[src/rtl/apd_pkg.sv]
package apd_pkg;

  localparam int PIX_W      = 8;
  localparam int CFG_W      = 13;
  localparam int ROW_W      = 12;
  localparam int HEIGHT_MAX = 4096;
  localparam int PADDR_W    = 3;
  localparam int PDATA_W    = 32;

  // register byte addresses
  localparam logic [PADDR_W-1:0] ADDR_IMAGE_WIDTH  = 3'd0;
  localparam logic [PADDR_W-1:0] ADDR_IMAGE_HEIGHT = 3'd4;

  localparam logic [CFG_W-1:0] IMAGE_WIDTH_RST  = 13'd640;
  localparam logic [CFG_W-1:0] IMAGE_HEIGHT_RST = 13'd480;

  // predictor selected for one pixel
  typedef enum logic [1:0] {
    PRED_NONE = 2'd0,   // first pixel of the image
    PRED_LEFT = 2'd1,   // rest of top row
    PRED_UP   = 2'd2,   // left column
    PRED_AVG  = 2'd3    // interior
  } pred_t;

  // raster position flags of the next byte
  typedef struct packed {
    logic pad;
    logic row0;
    logic col0;
    logic last_col;
    logic last_row;
  } pos_t;

endpackage

[src/rtl/apd_raster.sv]
module apd_raster #(
  parameter int MAX_WIDTH = 4096
) (
  input  logic                          clk,
  input  logic                          rst_n,
  input  logic [apd_pkg::CFG_W-1:0]     image_width,
  input  logic [apd_pkg::CFG_W-1:0]     image_height,
  input  logic                          adv,
  output logic [$clog2(MAX_WIDTH)-1:0]  col,
  output apd_pkg::pos_t                 pos
);

  localparam int AW   = $clog2(MAX_WIDTH);
  localparam int EW   = $clog2(MAX_WIDTH + 1);
  localparam int CMPW = (EW > apd_pkg::CFG_W) ? EW : apd_pkg::CFG_W;
  localparam int HW   = apd_pkg::CFG_W;
  localparam int RW   = apd_pkg::ROW_W;

  logic [AW-1:0]   col_r, col_nxt;
  logic [RW-1:0]   row_r, row_nxt;
  logic            pad_r, pad_nxt;

  logic [CMPW-1:0] w_ext, w_sat;
  logic [EW-1:0]   w_eff, w_m1;
  logic [HW-1:0]   h_eff, h_m1;
  logic [AW-1:0]   col_c;
  logic [RW-1:0]   row_c;
  logic            last_col, last_row;

  always_comb begin
    w_ext = CMPW'(image_width);
    if (w_ext == '0) begin
      w_sat = CMPW'(1);
    end else if (w_ext > CMPW'(MAX_WIDTH)) begin
      w_sat = CMPW'(MAX_WIDTH);
    end else begin
      w_sat = w_ext;
    end
    w_eff = w_sat[EW-1:0];
    w_m1  = w_eff - EW'(1);

    if (image_height == '0) begin
      h_eff = HW'(1);
    end else if (image_height > HW'(apd_pkg::HEIGHT_MAX)) begin
      h_eff = HW'(apd_pkg::HEIGHT_MAX);
    end else begin
      h_eff = image_height;
    end
    h_m1 = h_eff - HW'(1);

    // restart position if the geometry shrank under it
    col_c    = (EW'(col_r) >= w_eff) ? '0 : col_r;
    row_c    = (HW'(row_r) >= h_eff) ? '0 : row_r;
    last_col = (EW'(col_c) == w_m1);
    last_row = (HW'(row_c) == h_m1);
  end

  always_comb begin
    col_nxt = col_r;
    row_nxt = row_r;
    pad_nxt = pad_r;
    if (adv) begin
      if (pad_r) begin
        pad_nxt = 1'b0;
      end else if (last_col) begin
        col_nxt = '0;
        pad_nxt = w_eff[0];
        row_nxt = last_row ? '0 : row_c + RW'(1);
      end else begin
        col_nxt = col_c + AW'(1);
        row_nxt = row_c;
      end
    end
  end

  always_ff @(posedge clk) begin
    if (!rst_n) begin
      col_r <= '0;
      row_r <= '0;
      pad_r <= 1'b0;
    end else begin
      col_r <= col_nxt;
      row_r <= row_nxt;
      pad_r <= pad_nxt;
    end
  end

  assign col          = col_c;
  assign pos.pad      = pad_r;
  assign pos.row0     = (row_c == '0);
  assign pos.col0     = (col_c == '0);
  assign pos.last_col = last_col;
  assign pos.last_row = last_row;

endmodule

[config.mk]
export PLATFORM = sky130hd
export DESIGN_NAME = apd_raster
export DESIGN_NICKNAME = d
export VERILOG_FILES = /design/src/rtl/apd_pkg.sv /design/src/rtl/apd_raster.sv
export SDC_FILE = /design/constraint.sdc
export NUM_CORES = 1
export LEC_CHECK = 0
export ABC_AREA = 1
export BUFFER_PORTS_ARGS = -buffer_cell sky130_fd_sc_hd__buf_2
export CORE_MARGIN = 5
export CORE_UTILIZATION = 65
export CTS_CLUSTER_DIAMETER = 40
export DETAILED_ROUTE_END_ITERATION = 7
export PLACE_DENSITY_LB_ADDON = 0.25
export SYNTH_ARGS = -nofsm -noshare
export SYNTH_HDL_FRONTEND = slang
export SYNTH_SLANG_ARGS = --single-unit
[constraint.sdc]
create_clock -name clk -period 9.8 [get_ports clk]
set_input_delay 0.98 -clock clk [delete_from_list [all_inputs] [get_ports clk]]
set_output_delay 0.98 -clock clk [all_outputs]
set_load 0.05 [all_outputs]
==> results.sh <==
export IMPL_synth_seq_area_share_pct=12.55
export IMPL_synthDominantCellAreaShare_pct=21.09
export IMPL_start_util_pct=66.95
export IMPL_cp_start_kind="input port"
export IMPL_slowest_delay_ns=0.40
export IMPL_hold_buffers=0
export IMPL_peakVddDrop_mv=0.1232
export IMPL_post_cts_buffers=0
export IMPL_fp_dieH_um=88.33
export IMPL_slew_headroom_pct=32.45
export IMPL_end_kind="output pin"
export IMPL_antenna_cells=0
export IMPL_timing_rr_start="col_r[7]"
export IMPL_synth_simple_area_share_pct=52.27
export IMPL_met1_usage_pct=47.22
export IMPL_via_count=4858
export IMPL_antenna_found_initial=0
export IMPL_overflow=0
export IMPL_finClkSkew_ns=0.006028
export IMPL_combPwrFrac_pct=41.2
export IMPL_p_per_area_mw_per_mm2=65.32
export IMPL_pwr_share_clk_pct=21.7
export IMPL_busiest_layer="met2"
export IMPL_tightest_slew_ns=1.000
export IMPL_grt_max_degree=26
export IMPL_totalPowerFinal_uw=277.4
export IMPL_design_area_mm2=0.004247
export IMPL_synth_nets=767
export IMPL_cts_root_buf="clkbuf_8"
export IMPL_worst_path_max_delay_cell="nand2_1"
export IMPL_finalHoldViolations=0
export IMPL_h_tree_depth=1
export IMPL_ys_ff_latch=25
export IMPL_hp_class="reg2reg"
export IMPL_synthAdderAreaFrac_pct=9.413
export IMPL_core_mm2=0.005956
export IMPL_synth_area_leaders="nand2_1, dfxtp_1, ha_1"
export IMPL_drc=0
export IMPL_drt_pass1_iter_count=5
export IMPL_power_switching_uw=110.4
export IMPL_track_usage_pct=31.50
export IMPL_cts_repair_resized=0
export IMPL_setup_tns_ns=0
export IMPL_drt_vias_per_instance=5.946
export IMPL_synth_top_cell_by_area="nand2_1"
export IMPL_synth_xor_xnor_area_share_pct=2.196
export IMPL_grt_use_met2_pct=47.31
export IMPL_layout_min_cycle_time_ns=5.520
export IMPL_dpl_cell_area_mm2=0.004202
export IMPL_synthCells=708
export IMPL_die_area_mm2=0.007801
export IMPL_dp_hpwl_um=9912
export IMPL_final_nets=802
export IMPL_worstPathRequired_ns=8.82
export IMPL_ant_nets=0
export IMPL_syn_mean_instance_area_um2=5.632
export IMPL_max_freq_mhz=181.2
export IMPL_port_buffers=45
export IMPL_synth_top_family_by_area="simple AND/OR/NAND/NOR gates"
export IMPL_cp_startpoint="image_height[3]"
export IMPL_syn_area_mm2=0.003988
export IMPL_power_leakage_nw=2.190
export IMPL_muxShareOfSynthArea_pct=0
export IMPL_drive_above_1_share_pct=15.09
export IMPL_seqPwrFrac_pct=37.1
export IMPL_routed_wl_um=11970
export IMPL_grt_met3_usage_pct=4.562
export IMPL_clk_pin_slew_ns=0.08
export IMPL_clk_path_buf_depth=2
export IMPL_min_from="pad_r"
export IMPL_min_period_over_period_pct=56.33
export IMPL_grt_pass1_vias=4179
export IMPL_die_width_um=88.33
export IMPL_tritoncts="built"
export IMPL_drt_iter0_markers=445
export IMPL_slew_violations=0
export IMPL_cts_sinks=25
export IMPL_synth_compound_area_share_pct=11.14
export IMPL_yosys_warnings=0
export IMPL_wire_per_inst_um=14.65
export IMPL_maxCapViolCount=0
export IMPL_cp_arrival_ns=4.54
export IMPL_rsz0062_at_grt="false"
export IMPL_path_cells="buf_2 > nor2_1 > nand2_1 > nor2_1 > nand2_1 > nand2_1 > nand2_1 > ha_1 > nand2_1 > inv_1 > o21ai_1 > nand2_1 > o21ai_1 > nand3_2 > nor2_1 > inv_1 > nor2_1 > nor2_1 > nand3_1 > nand4_1 > nor2_1 > buf_2"
export IMPL_p_int_uw=167.0
export IMPL_switching_share_pct=39.81
export IMPL_critPathKind="in2out"
export IMPL_status="finished clean"
export IMPL_num_rows=28
export IMPL_cts_buffers=3
export IMPL_grt_pass1_wl_um=19600
export IMPL_critPathMaxFanout=21
export IMPL_gp_congestion=0.9882
export IMPL_pin_count=46
export IMPL_clk_latency_ns=0.27
export IMPL_area_growth_syn_to_layout_pct=6.495
export IMPL_synth_distinct_cells=37
export IMPL_finalSetupViolCount=0
Yosys cell counts, drive strengths merged:
master,count
nand2,231
inv,104
nor2,87
nand3,84
a21oi,34
o21ai,31
ha,30
nand4,28
dfxtp,25
buf,10
nor3,9
xor2,9
nand3b,7
clkbuf,5
o41ai,4
o22ai,2
or2,2
and2,1
nor3b,1
nor4,1
o211ai,1
o31ai,1
xnor2,1
through the flow:
step	hold slack, ns	setup WS, ns	util (%)	instances
2_1_floorplan	0.4570	4.639	-	708
3_3_place_gp	0.4674	4.378	70.55	813
3_5_place_dp	0.4852	4.352	70.55	813
4_1_cts	0.4980	4.340	71.30	817
5_1_grt	0.5296	3.783	71.30	817
6_report	0.4961	4.280	71.30	817
placed cells by master, fill, tap and decap left out, drive strengths merged, types with 25 or more instances in the layout:
master	Yosys	layout
nand3	84	84
dfxtp	25	25
a21oi	34	34
ha	30	30
nand4	28	28
buf	10	45
inv	104	104
o21ai	31	31
nand2	231	231
nor2	87	87
worst paths after layout:
check / slack (ns) / cells past startpoint / endpoint
worst max-delay path: 4.28 / 22 / pos[0]
worst max register to register: 6.49 / 18 / col_r[10]
worst min-delay path: 0.50 / 2 / pad_r
worst min register to register: 0.50 / 2 / pad_r
cells by family after synthesis:
| logic type | count (synthesis) |
|---|---|
| DFF | 25 |
| buffers and inverters | 119 |
| and+or+nand+nor | 451 |
| xor gates and xnor gates | 10 |
| AOI/OAI and AO/OA | 73 |
| adders and majority gates | 30 |
worst max-delay path, delay by kind of cell:
| kind | cells | cell delay, ns |
|---|---|---|
| buffers and inverters | 4 | 0.62 |
| AND/OR/NAND/NOR | 15 | 2.28 |
| adder cells (fa/ha/maj) | 1 | 0.37 |
| AO/OA/AOI/OAI | 2 | 0.30 |
flip-flops by register name, summed over array words and instances, names as in the netlist:
| register | flops |
|---|---|
| pad_r | 1 |
| col_r | 12 |
| row_r | 12 |
layer usage:
metal  routed length, um  up-vias
met5                   0        -
met1                5495     2201
met2                4879      269
met3                1389       19
met4                 209        0
li1                    -     2369
area by class of cell:
type | count | area (um^2)
Multi-Input combinational cell | 564 | 2992
Fill cell | 549 | 1709
Clock buffer | 4 | 45.04
Timing Repair Buffer | 45 | 225.2
Inverter | 104 | 390.4
Sequential cell | 25 | 500.5
Tap cell | 75 | 93.84
power groups by stage:
stage | combinational [mW] | clock, mW | sequential, mW
6_report | 0.114 | 0.0602 | 0.103
3_3_place_gp | 0.109 | 0 | 0.105
3_5_place_dp | 0.111 | 0 | 0.105
5_1_grt | 0.127 | 0.0671 | 0.103
4_1_cts | 0.112 | 0.0616 | 0.103
2_1_floorplan | 0.0837 | 0 | 0.105
Power figures use the tool's default switching activity.
